[config.mk]
export PLATFORM = sky130hd
export DESIGN_NAME = ranging_frame_parser_core
export DESIGN_NICKNAME = d
export VERILOG_FILES = /design/src/hdl/rfp_pkg.sv /design/src/hdl/ranging_frame_parser_core.sv /design/src/hdl/rfp_cfg_regs.sv /design/src/hdl/rfp_parser.sv
export SDC_FILE = /design/constraint.sdc
export NUM_CORES = 1
export LEC_CHECK = 0
export BUFFER_PORTS_ARGS = -buffer_cell sky130_fd_sc_hd__buf_2
export CORE_MARGIN = 8
export CORE_UTILIZATION = 50
export DETAILED_ROUTE_END_ITERATION = 7
export PLACE_DENSITY = 0.76
export SLEW_MARGIN = 20
export SYNTH_ARGS = -nofsm -noshare
export SYNTH_HDL_FRONTEND = slang
export SYNTH_SLANG_ARGS = --single-unit
[constraint.sdc]
create_clock -name clk -period 4.7 [get_ports clk]
set_input_delay 0.235 -clock clk [delete_from_list [all_inputs] [get_ports clk]]
set_output_delay 0.235 -clock clk [all_outputs]
set_load 0.05 [all_outputs]
[src/hdl/rfp_pkg.sv]
`timescale 1ns / 1ps
// ----------------------------------------------------------------------------
// rfp_pkg
// Shared types and constants for the ranging frame parser.
// ----------------------------------------------------------------------------
package rfp_pkg;

	localparam int MAX_PAYLOAD = 64;
	localparam logic [7:0] MAX_PAYLOAD_W = 8'(MAX_PAYLOAD);

	localparam int CFG_IDX_W = 2;
	localparam int CFG_DATA_W = 7;

	localparam logic [CFG_IDX_W-1:0] REG_COUNT_LIMIT = 2'd0;
	localparam logic [CFG_IDX_W-1:0] REG_PAYLOAD_LIMIT = 2'd1;
	localparam logic [CFG_IDX_W-1:0] REG_TAIL_LIMIT = 2'd2;

	localparam logic [3:0] COUNT_LIMIT_RST = 4'd6;
	localparam logic [6:0] PAYLOAD_LIMIT_RST = 7'd64;
	localparam logic [3:0] TAIL_LIMIT_RST = 4'd4;

	localparam logic [7:0] CH_START = 8'h53;  // 'S'
	localparam logic [7:0] CH_COLON = 8'h3A;  // ':'
	localparam logic [7:0] CH_COMMA = 8'h2C;  // ','
	localparam logic [7:0] CH_LOWER_C = 8'h63;  // 'c'
	localparam logic [7:0] CH_NEWLINE = 8'h0A;

	typedef enum logic [2:0] {
		PH_HUNT = 3'd0,
		PH_HDR2 = 3'd1,
		PH_CNT = 3'd2,
		PH_PAY = 3'd3,
		PH_TAIL = 3'd4
	} phase_t;

	typedef enum logic [1:0] {
		ROLE_FRAMING = 2'd0,
		ROLE_COUNT = 2'd1,
		ROLE_PAYLOAD = 2'd2,
		ROLE_TAIL = 2'd3
	} role_t;

	typedef struct packed {
		logic [3:0] count_limit;
		logic [6:0] payload_limit;
		logic [3:0] tail_limit;
	} cfg_t;

	typedef struct packed {
		logic [7:0] echo_byte;
		role_t byte_role;
		logic [6:0] field_index;
		logic frame_done;
		logic frame_aborted;
		logic [6:0] payload_length;
	} result_t;

endpackage

[src/hdl/ranging_frame_parser_core.sv]
`timescale 1ns / 1ps
// ----------------------------------------------------------------------------
// ranging_frame_parser_core
// Byte-wise parser for S:<count>,<payload>c<tail>\n frames.
// ----------------------------------------------------------------------------
// One byte is taken per clock unless the output stalls, and every byte yields
// exactly one result. A byte is captured in the input register, parsed against
// the frame phase and field counters in a single step, and the result is held
// in the output register, at a sustained rate of one per cycle without stalls;
// the single phase/counter update per byte sets that rate. Limits must be
// written through the config port while the parser is idle; it is not enforced.
module ranging_frame_parser_core (
	input  logic clk,
	input  logic arst_n,
	input  logic in_valid,
	output logic in_ready,
	input  logic [7:0] rx_byte,
	output logic out_valid,
	input  logic out_ready,
	output logic [7:0] echo_byte,
	output logic [1:0] byte_role,
	output logic [6:0] field_index,
	output logic frame_done,
	output logic frame_aborted,
	output logic [6:0] payload_length,
	input  logic cfg_we,
	input  logic [rfp_pkg::CFG_IDX_W-1:0] cfg_index,
	input  logic [rfp_pkg::CFG_DATA_W-1:0] cfg_data
);
	import rfp_pkg::*;

	cfg_t cfg;
	result_t res;
	result_t res_s2;
	logic valid_s1, valid_s2;
	logic [7:0] byte_s1;
	logic advance;

	assign advance = valid_s1 && (!valid_s2 || out_ready);
	assign in_ready = !valid_s1 || advance;

	rfp_cfg_regs u_cfg (
		.clk(clk),
		.arst_n(arst_n),
		.cfg_we(cfg_we),
		.cfg_index(cfg_index),
		.cfg_data(cfg_data),
		.cfg(cfg)
	);

	rfp_parser u_parser (
		.clk(clk),
		.arst_n(arst_n),
		.step(advance),
		.rx_byte(byte_s1),
		.cfg(cfg),
		.result(res)
	);

	always_ff @(posedge clk or negedge arst_n) begin
		if (!arst_n) begin
			valid_s1 <= 1'b0;
			valid_s2 <= 1'b0;
		end else begin
			if (in_valid && in_ready) begin
				valid_s1 <= 1'b1;
			end else if (advance) begin
				valid_s1 <= 1'b0;
			end
			if (advance) begin
				valid_s2 <= 1'b1;
			end else if (out_ready) begin
				valid_s2 <= 1'b0;
			end
		end
	end

	always_ff @(posedge clk) begin
		if (in_valid && in_ready) begin
			byte_s1 <= rx_byte;
		end
		if (advance) begin
			res_s2 <= res;
		end
	end

	assign out_valid = valid_s2;
	assign echo_byte = res_s2.echo_byte;
	assign byte_role = res_s2.byte_role;
	assign field_index = res_s2.field_index;
	assign frame_done = res_s2.frame_done;
	assign frame_aborted = res_s2.frame_aborted;
	assign payload_length = res_s2.payload_length;

`ifndef ASSERT_OFF
	a_done_not_aborted: assert property (@(posedge clk) disable iff (!arst_n)
		out_valid |-> !(frame_done && frame_aborted))
		else $error("frame done and aborted together");

	a_done_framing: assert property (@(posedge clk) disable iff (!arst_n)
		out_valid && frame_done |-> byte_role == ROLE_FRAMING)
		else $error("frame done on a field byte");

	a_len_only_done: assert property (@(posedge clk) disable iff (!arst_n)
		out_valid && !frame_done |-> payload_length == 7'd0)
		else $error("payload length outside frame done");

	a_s1_hold: assert property (@(posedge clk) disable iff (!arst_n)
		valid_s1 && !advance |=> valid_s1 && $stable(byte_s1))
		else $error("input stage lost a stalled byte");

	a_stage_moves: assert property (@(posedge clk) disable iff (!arst_n)
		advance |=> valid_s2 && res_s2.echo_byte == $past(byte_s1))
		else $error("result stage did not capture parsed byte");
`endif

endmodule

[src/hdl/rfp_cfg_regs.sv]
`timescale 1ns / 1ps
// ----------------------------------------------------------------------------
// rfp_cfg_regs
// Field limit registers behind the plain write port.
// ----------------------------------------------------------------------------
module rfp_cfg_regs (
	input  logic clk,
	input  logic arst_n,
	input  logic cfg_we,
	input  logic [rfp_pkg::CFG_IDX_W-1:0] cfg_index,
	input  logic [rfp_pkg::CFG_DATA_W-1:0] cfg_data,
	output rfp_pkg::cfg_t cfg
);
	import rfp_pkg::*;

	cfg_t cfg_q;

	always_ff @(posedge clk or negedge arst_n) begin
		if (!arst_n) begin
			cfg_q.count_limit <= COUNT_LIMIT_RST;
			cfg_q.payload_limit <= PAYLOAD_LIMIT_RST;
			cfg_q.tail_limit <= TAIL_LIMIT_RST;
		end else if (cfg_we) begin
			unique case (cfg_index)
				REG_COUNT_LIMIT: cfg_q.count_limit <= cfg_data[3:0];
				REG_PAYLOAD_LIMIT: cfg_q.payload_limit <= cfg_data;
				REG_TAIL_LIMIT: cfg_q.tail_limit <= cfg_data[3:0];
				default: ;
			endcase
		end
	end

	assign cfg = cfg_q;

endmodule

[src/hdl/rfp_parser.sv]
`timescale 1ns / 1ps
// ----------------------------------------------------------------------------
// rfp_parser
// Frame phase and field counters; one parse step per byte.
// ----------------------------------------------------------------------------
module rfp_parser (
	input  logic clk,
	input  logic arst_n,
	input  logic step,
	input  logic [7:0] rx_byte,
	input  rfp_pkg::cfg_t cfg,
	output rfp_pkg::result_t result
);
	import rfp_pkg::*;

	phase_t phase_q, phase_d;
	logic [6:0] field_cnt_q, field_cnt_d;
	logic [6:0] pay_len_q, pay_len_d;
	logic [7:0] fld_next;
	logic [7:0] pay_next;
	logic [7:0] pay_lim;

	assign fld_next = {1'b0, field_cnt_q} + 8'd1;
	assign pay_next = {1'b0, pay_len_q} + 8'd1;
	assign pay_lim = ({1'b0, cfg.payload_limit} > MAX_PAYLOAD_W) ?
		MAX_PAYLOAD_W : {1'b0, cfg.payload_limit};

	always_comb begin
		phase_d = phase_q;
		field_cnt_d = field_cnt_q;
		pay_len_d = pay_len_q;
		result.echo_byte = rx_byte;
		result.byte_role = ROLE_FRAMING;
		result.field_index = '0;
		result.frame_done = 1'b0;
		result.frame_aborted = 1'b0;
		result.payload_length = '0;
		unique case (phase_q)
			PH_HDR2: begin
				if (rx_byte == CH_COLON) begin
					phase_d = PH_CNT;
					field_cnt_d = '0;
				end else begin
					phase_d = PH_HUNT;
				end
			end
			PH_CNT: begin
				if (rx_byte == CH_COMMA) begin
					phase_d = PH_PAY;
					pay_len_d = '0;
				end else begin
					result.byte_role = ROLE_COUNT;
					result.field_index = field_cnt_q;
					field_cnt_d = fld_next[6:0];
					if (fld_next > {4'b0, cfg.count_limit}) begin
						result.frame_aborted = 1'b1;
						phase_d = PH_HUNT;
					end
				end
			end
			PH_PAY: begin
				if (rx_byte == CH_LOWER_C) begin
					phase_d = PH_TAIL;
					field_cnt_d = '0;
				end else begin
					result.byte_role = ROLE_PAYLOAD;
					result.field_index = pay_len_q;
					pay_len_d = pay_next[6:0];
					if (pay_next > pay_lim) begin
						result.frame_aborted = 1'b1;
						phase_d = PH_HUNT;
					end
				end
			end
			PH_TAIL: begin
				if (rx_byte == CH_NEWLINE) begin
					phase_d = PH_HUNT;
					result.frame_done = 1'b1;
					result.payload_length = pay_len_q;
				end else begin
					result.byte_role = ROLE_TAIL;
					result.field_index = field_cnt_q;
					field_cnt_d = fld_next[6:0];
					if (fld_next > {4'b0, cfg.tail_limit}) begin
						result.frame_aborted = 1'b1;
						phase_d = PH_HUNT;
					end
				end
			end
			default: begin
				phase_d = (rx_byte == CH_START) ? PH_HDR2 : PH_HUNT;
			end
		endcase
	end

	always_ff @(posedge clk or negedge arst_n) begin
		if (!arst_n) begin
			phase_q <= PH_HUNT;
			field_cnt_q <= '0;
			pay_len_q <= '0;
		end else if (step) begin
			phase_q <= phase_d;
			field_cnt_q <= field_cnt_d;
			pay_len_q <= pay_len_d;
		end
	end

endmodule

==> metrics.md, run 1 <==
| Metric | Value |
|---|---|
| Starting density of the core | 0.5056 |
| Crit-path most repeated cell | ha_1 |
| DP HPWL | 5024 um |
| Critical Path AT | 2.65 ns |
| Pwr dens | 383.7 mW/mm^2 |
| Number of DRC markers in iteration 0 | 176 |
| Global-route wire length before repair | 11,200 um |
| CTS tree | yes |
| Crit-path cells | ha_1, nand3_1, nor2_1, xor2_1, ha_1, a21oi_1, nand2_1, a32oi_1, nand2b_1, a2bb2oi_1, o21ai_0 |
| Highest Clock Rate | 388.7 MHz |
| Sink Count | 68 |
| Setup crit start kind | flop |
| CP endpoint kind | flop |
| Worst min path class | input pin to flop |
| DRC | 0 |
| Final antenna-violating net count | 0 |
| Post-synthesis mux area share | 0.04741 |
| Total track usage | 0.1455 |
| Most frequent cells after synthesis | edfxtp_1 (34), dfrtp_1 (30), nand2_1 (29) |
| Crit path buf inv count | 0 |
| Worst-path clk slew | 0.07 ns |
| Leakage | 1.683 nW |
| Vias per cell | 5.615 |
| Final slew viol count | 0 |
| Crit Path Category | flop to flop |
| Final nets | 385 |
| Setup TNS | 0 ns |
| Worst Tran Pin Value | 0.7569 ns |
| CP delay by family, top | adder cells |
| Row count | 30 |
| Seq cells post-synth | 68 |
| H-tree depth | 3 |
| Die area | 0.009642 mm^2 |
| Synth Area in Compound Gates | 0.1067 |
| Post-synthesis xor/xnor area fraction | 0.01815 |
| Post-Syn Nets | 330 |
| RePlAce Congestion | 0.8370 |
| Final setup vio count | 0 |
| Worst Path Max Fanout | 8 |
| Simple-gate share of the synthesized area | 0.1878 |
| Final WL | 6736 um |
| Pre-CTS WS | 2.194 ns |
| Mapped Area | 0.003378 mm^2 |
| Total CTS buffers | 9 |
| Cell variety after synth | 50 |
| Antenna violations before repair | 0 |
| Die height | 98.20 um |
| Largest family of logic cells by synthesized area | simple AND/OR/NAND/NOR gates |
| Post-Layout Cell Count | 431 |
| Clk_skew | 0.007055 ns |
| Setup WS post-layout | 2.127 ns |
| MaxCap Viol Count | 0 |
| Final hold slack | 0.07255 ns |
| Root Buffer | clkbuf_8 |
| Post-cts sizing count | 0 |
| Yosys warning count | 0 |
| Hold Vio Cnt, Final | 0 |
| Bufs on Longest Clock Path | 2 |
| RSZ-0062 raised after global routing | no |
| Synth top area share | 0.3022 |
| Slowest-stage cell, CP | dfrtp_1 |
| Worst Path Required | 4.78 ns |
| Status | finished, final reports clean |
| DRT Pass-1 Iters | 5 |
| Placed cells | 414 |
| Maximum single-stage delay on the critical path | 0.48 ns |
| Most numerous cell in the Yosys netlist | edfxtp_1 |
| Post-DR wirelength/cell | 15.63 um |
| Share of cells above drive strength 1 | 0.2507 |
| Antenna cells | 0 |
| Area grow syn2layout | 14.74% |
| Vias | 2,420 |
| Crit share post-route | 0.5474 |
| PortBufs | 49 |
| Adder-Cell Fraction of Synth Area | 0.06296 |
| Sequential cell area fraction in the yosys report | 0.5556 |
| Number of global-route vias before repair | 2,326 |
| Power Total | 1.487 mW |
| Post-Syn Instances | 291 |
| Core Box Area | 0.006681 mm^2 |
| EDFF count, synth | 34 |
| Main synth FF type | edfxtp_1 |
| Tmin final | 2.573 ns |
| Grt total ovfl | 0 |
| Worst skew pair latency | 0.33 ns |
| Io pins | 50 |
| Slew margin rel. | 0.4954 |
| Worst vdd ir | 0.2534 mV |
| Synth area leader | edfxtp_1 |
| Ys async rst share | 0.5000 |
| Largest net degree at the start of global routing | 35 |
| Horiz. Die Dim | 98.20 um |
| Post-Syn Area per Cell | 11.61 um^2 |
| Largest cells by area after synthesis | edfxtp_1 (30%), dfrtp_1 (22%), ha_1 (6.3%), mux2_2 (4.0%), nand2_1 (3.2%) |
metal layers:
metal  vias up  share of wire  GRT usage
met5         -              0          0
met4         0          0.016    0.06730
met3         8          0.068    0.04623
met2        73           0.44     0.2176
met1      1164           0.47     0.1874
li1       1175              -          -
cell usage in the layout, fill, tap and decap left out, types with 9 or more instances in the layout:
cell / n
buf_2: 49
edfxtp_1: 34
dfrtp_1: 30
nand2_1: 29
o21ai_0: 21
nor2_1: 17
ha_1: 17
inv_1: 12
mux2_2: 12
nand2b_1: 11
nand3_1: 10
clkbuf_8: 10
and2_1: 9
layout make-up:
| class | count | area, um^2 |
|---|---|---|
| timing repair buffer | 51 | 262.8 |
| clock inverter | 2 | 10.01 |
| sequential | 68 | 1877 |
| multi-input combinational | 204 | 1429 |
| tap | 80 | 100.1 |
| fill | 578 | 2805 |
| inverter | 12 | 45.04 |
| clock buffer | 14 | 152.6 |
timing repair:
item / CTS / global route
buffers inserted: 0 / 0
hold buffers: 1 / 0
endpoints found under the hold margin: 30 / 0
flip-flops by register name, summed over array words and instances (netlist names):
register and flops:
byte_role 2, byte_s1 8, echo_byte 8, field_index 7, frame_aborted 1, frame_done 1
out_valid 1, payload_length 7, u_cfg.cfg 15, u_parser.field_cnt_q 7, u_parser.pay_len_q 7, u_parser.phase_q 3
valid_s1 1
power by group:
group	internal, mW	leakage [nW]	switching (mW)
combinational	0.132	0.835	0.201
clock	0.205	0.0844	0.200
sequential	0.694	0.763	0.0549
total	1.03	1.68	0.456
logic make-up after synthesis:
group / Yosys count
AO/OA/AOI/OAI: 54
XOR/XNOR: 7
adder cells (fa/ha/maj): 17
buffers and inverters: 19
flip-flops: 68
multiplexers: 14
AND/OR/NAND/NOR: 112
worst paths after layout:
check	from	endpoint	slack, ns	depth (start not counted)
hold reg to reg	valid_s1	out_valid	0.50	1
setup / recovery	u_parser.pay_len_q[0]	frame_aborted	2.13	11
hold / removal	rx_byte[1]	byte_s1[1]	0.07	1
setup reg to reg	u_parser.pay_len_q[0]	frame_aborted	2.13	11
max in group asynchronous	arst_n	u_parser.phase_q[0]	3.70	2
min in group asynchronous	arst_n	u_parser.field_cnt_q[5]	0.51	2
stage by stage:
step           utilization  cell area, um^2
2_1_floorplan            -             3378
3_3_place_gp        0.5543             3704
3_5_place_dp        0.5543             3704
4_1_cts             0.5802             3876
5_1_grt             0.5802             3876
6_report            0.5802             3876
(Power assumes the default switching activity.)
==> run 2, diff against run 1 <==
==> constraint.sdc (replaced) <==
create_clock -name clk -period 2.4 [get_ports clk]
set_input_delay 0.12 -clock clk [delete_from_list [all_inputs] [get_ports clk]]
set_output_delay 0.12 -clock clk [all_outputs]
set_load 0.05 [all_outputs]
==> metrics.md, run 2 (synthesized netlist as in run 1, its figures left out) <==
| Metric | Value |
|---|---|
| Final antenna-violating net count | 0 (unchanged) |
| Setup crit start kind | flop (unchanged) |
| Die height | 98.20 um (unchanged) |
| Share of cells above drive strength 1 | 0.2922 (was 0.2507) |
| Commonest non-fill, non-tap cell in the layout | buf_2 (unchanged) |
| Hold_sp | cfg_data[6] (was rx_byte[1]) |
| Horiz. Die Dim | 98.20 um (unchanged) |
| Max reg flops | 15 (unchanged) |
| CP endpoint kind | flop (unchanged) |
| Total track usage | 0.1565 (was 0.1455) |
| R2r startpoint | u_parser.pay_len_q[0] (unchanged) |
| Sw Ratio | 0.3141 (was 0.3069) |
| Vias per cell | 5.479 (was 5.615) |
| Die area | 0.009642 mm^2 (unchanged) |
| Antenna cells | 0 (unchanged) |
| Status | finished, final reports clean (unchanged) |
| Placed cells | 425 (was 414) |
| Clock network fraction of total power | 0.269 (was 0.272) |
| Leakage | 1.789 nW (was 1.683 nW) |
| Grt total ovfl | 0 (unchanged) |
| Design internal power | 2.076 mW (was 1.031 mW) |
| DRC | 0 (unchanged) |
| Antenna violations before repair | 0 (unchanged) |
| Critical Path AT | 2.41 ns (was 2.65 ns) |
| Vias | 2,482 (was 2,420) |
| Worst min path class | input pin to flop (unchanged) |
| Clk_skew | 0.006244 ns (was 0.007055 ns) |
| DRT Pass-1 Iters | 4 (was 5) |
| Flop pwr share | 0.474 (was 0.504) |
| CTS tree | yes (unchanged) |
| Highest Clock Rate | 430.5 MHz (was 388.7 MHz) |
| RePlAce Congestion | 0.8672 (was 0.8370) |
| MaxCap Viol Count | 0 (unchanged) |
| Worst vdd ir | 0.5292 mV (was 0.2534 mV) |
| Number of DRC markers in iteration 0 | 166 (was 176) |
| PortBufs | 49 (unchanged) |
| Root Buffer | clkbuf_8 (unchanged) |
| Final hold slack | 0.01336 ns (was 0.07255 ns) |
| Most frequent cells in the layout | buf_2 (49), edfxtp_1 (34), nand2_1 (29), dfrtp_1 (29), o21ai_0 (21) (was buf_2 (49), edfxtp_1 (34), dfrtp_1 (30)) |
| Pwr dens | 735.6 mW/mm^2 (was 383.7 mW/mm^2) |
| Final setup vio count | 0 (unchanged) |
| H-tree depth | 3 (unchanged) |
| Worst Path Required | 2.49 ns (was 4.78 ns) |
| Io pins | 50 (unchanged) |
| Post-DP Area | 0.003786 mm^2 (was 0.003704 mm^2) |
| Largest net degree at the start of global routing | 35 (unchanged) |
| Crit Path Category | flop to flop (unchanged) |
| Final nets | 407 (was 385) |
| Critical path origin | u_parser.pay_len_q[0] (unchanged) |
| Tmin final | 2.323 ns (was 2.573 ns) |
| Gate power share | 0.257 (was 0.224) |
| Slew margin rel. | 0.4747 (was 0.4954) |
| Worst Tran Pin Value | 0.7863 ns (was 0.7569 ns) |
| RSZ-0062 raised after global routing | yes (was no) |
| Post-Layout Inst Area | 0.004114 mm^2 (was 0.003876 mm^2) |
| Global-route wire length before repair | 12,010 um (was 11,200 um) |
| Filler instances | 542 (was 578) |
| Final WL | 7366 um (was 6736 um) |
| Hold Vio Cnt, Final | 0 (unchanged) |
| Row count | 30 (unchanged) |
| Core Box Area | 0.006681 mm^2 (unchanged) |
| Number of global-route vias before repair | 2,493 (was 2,326) |
| Post-DR wirelength/cell | 16.26 um (was 15.63 um) |
| DP HPWL | 5256 um (was 5024 um) |
| Worst-path clk slew | 0.07 ns (about the same) |
| Area grow syn2layout | 21.78% (was 14.74%) |
| Total CTS buffers | 9 (unchanged) |
| Worst skew pair latency | 0.34 ns (was 0.33 ns) |
| Bufs on Longest Clock Path | 2 (unchanged) |
| Final slew viol count | 0 (unchanged) |
| Switching Power | 0.9504 mW (was 0.4565 mW) |
| Post-Layout Cell Count | 453 (was 431) |
| Worst Path Max Fanout | 3 (was 8) |
| Crit share post-route | 0.9678 (was 0.5474) |
| Sink Count | 68 (unchanged) |
| Starting density of the core | 0.5056 (unchanged) |
-- run 2: changes by cell type in the layout (fill, tap and decap cells not counted), sizes merged --
cell / change
clkbuf: -4
buf: +12
clkinvlp: +1
dlygate4sd3: +10
clkinv: +3
-- run 2: worst paths after layout --
check                      slack [ns]  cells past startpoint                      end
max                              0.08                     11            frame_aborted
min                              0.01                      2            u_cfg.cfg[10]
max reg2reg                      0.08                     11            frame_aborted
min reg2reg                      0.50                      1                out_valid
max in group asynchronous        1.46                      2  u_parser.field_cnt_q[0]
min in group asynchronous        0.40                      2    u_parser.pay_len_q[0]
-- run 2: power groups by stage --
stage / Combinational (mW) / Clock (mW) / Sequential, mW
2_1_floorplan: 0.385 / 0 / 1.56
3_3_place_gp: 0.723 / 0 / 1.45
3_5_place_dp: 0.737 / 0 / 1.46
4_1_cts: 0.775 / 0.831 / 1.43
5_1_grt: 0.873 / 0.883 / 1.45
6_report: 0.779 / 0.814 / 1.43
-- run 2: routing by layer --
layer	vias to the layer above	global-route usage	wire [um]
met2	72	0.2371	3368
met4	0	0.07084	115
met3	9	0.04410	416
met1	1182	0.2032	3466
met5	-	0	0
li1	1219	-	-
-- run 2: cell type report --
type	instances	area, um^2	share of cell area
sequential	68	1878	0.4565
multi-input combinational	204	1470	0.3574
timing repair buffer	73	452.9	0.1101
clock buffer	10	137.6	0.03345
tap	80	100.1	0.02433
inverter	12	45.04	0.01095
clock inverter	6	30.03	0.007299
-- run 2: timing repair --
| action | in CTS | in global routing |
|---|---|---|
| hold buffers | 11 | 0 |
| pin swaps | 0 | 3 |
| hold endpoints to repair | 40 | 0 |
| gates resized for setup | 0 | 8 |
| endpoints found under the setup margin | 1 | 5 |
| buffers inserted | 1 | 0 |
-- run 2: worst max-delay path, stage by stage, from the launching register on --
cell and delay (ns):
dfrtp_1 0.39, ha_1 0.23, nand3_2 0.13, nor2_4 0.05, xor2_2 0.15, ha_1 0.34
a21oi_1 0.17, nand2_1 0.10, a32oi_2 0.22, nand2b_1 0.08, a2bb2oi_1 0.12, o21ai_0 0.10
-- run 2: stage by stage --
| step | worst slack [ns] | setup TNS [ns] | utilization | power, mW |
|---|---|---|---|---|
| floorplan | 0.1454 | 0 | - | 1.949 |
| global placement | 0.1541 | 0 | 0.5667 | 2.173 |
| detailed placement | -0.01623 | -0.01623 | 0.5667 | 2.196 |
| CTS | 0.05486 | 0 | 0.6094 | 3.037 |
| global route | -0.04967 | -0.06654 | 0.6157 | 3.203 |
| finish | 0.07724 | 0 | 0.6157 | 3.026 |
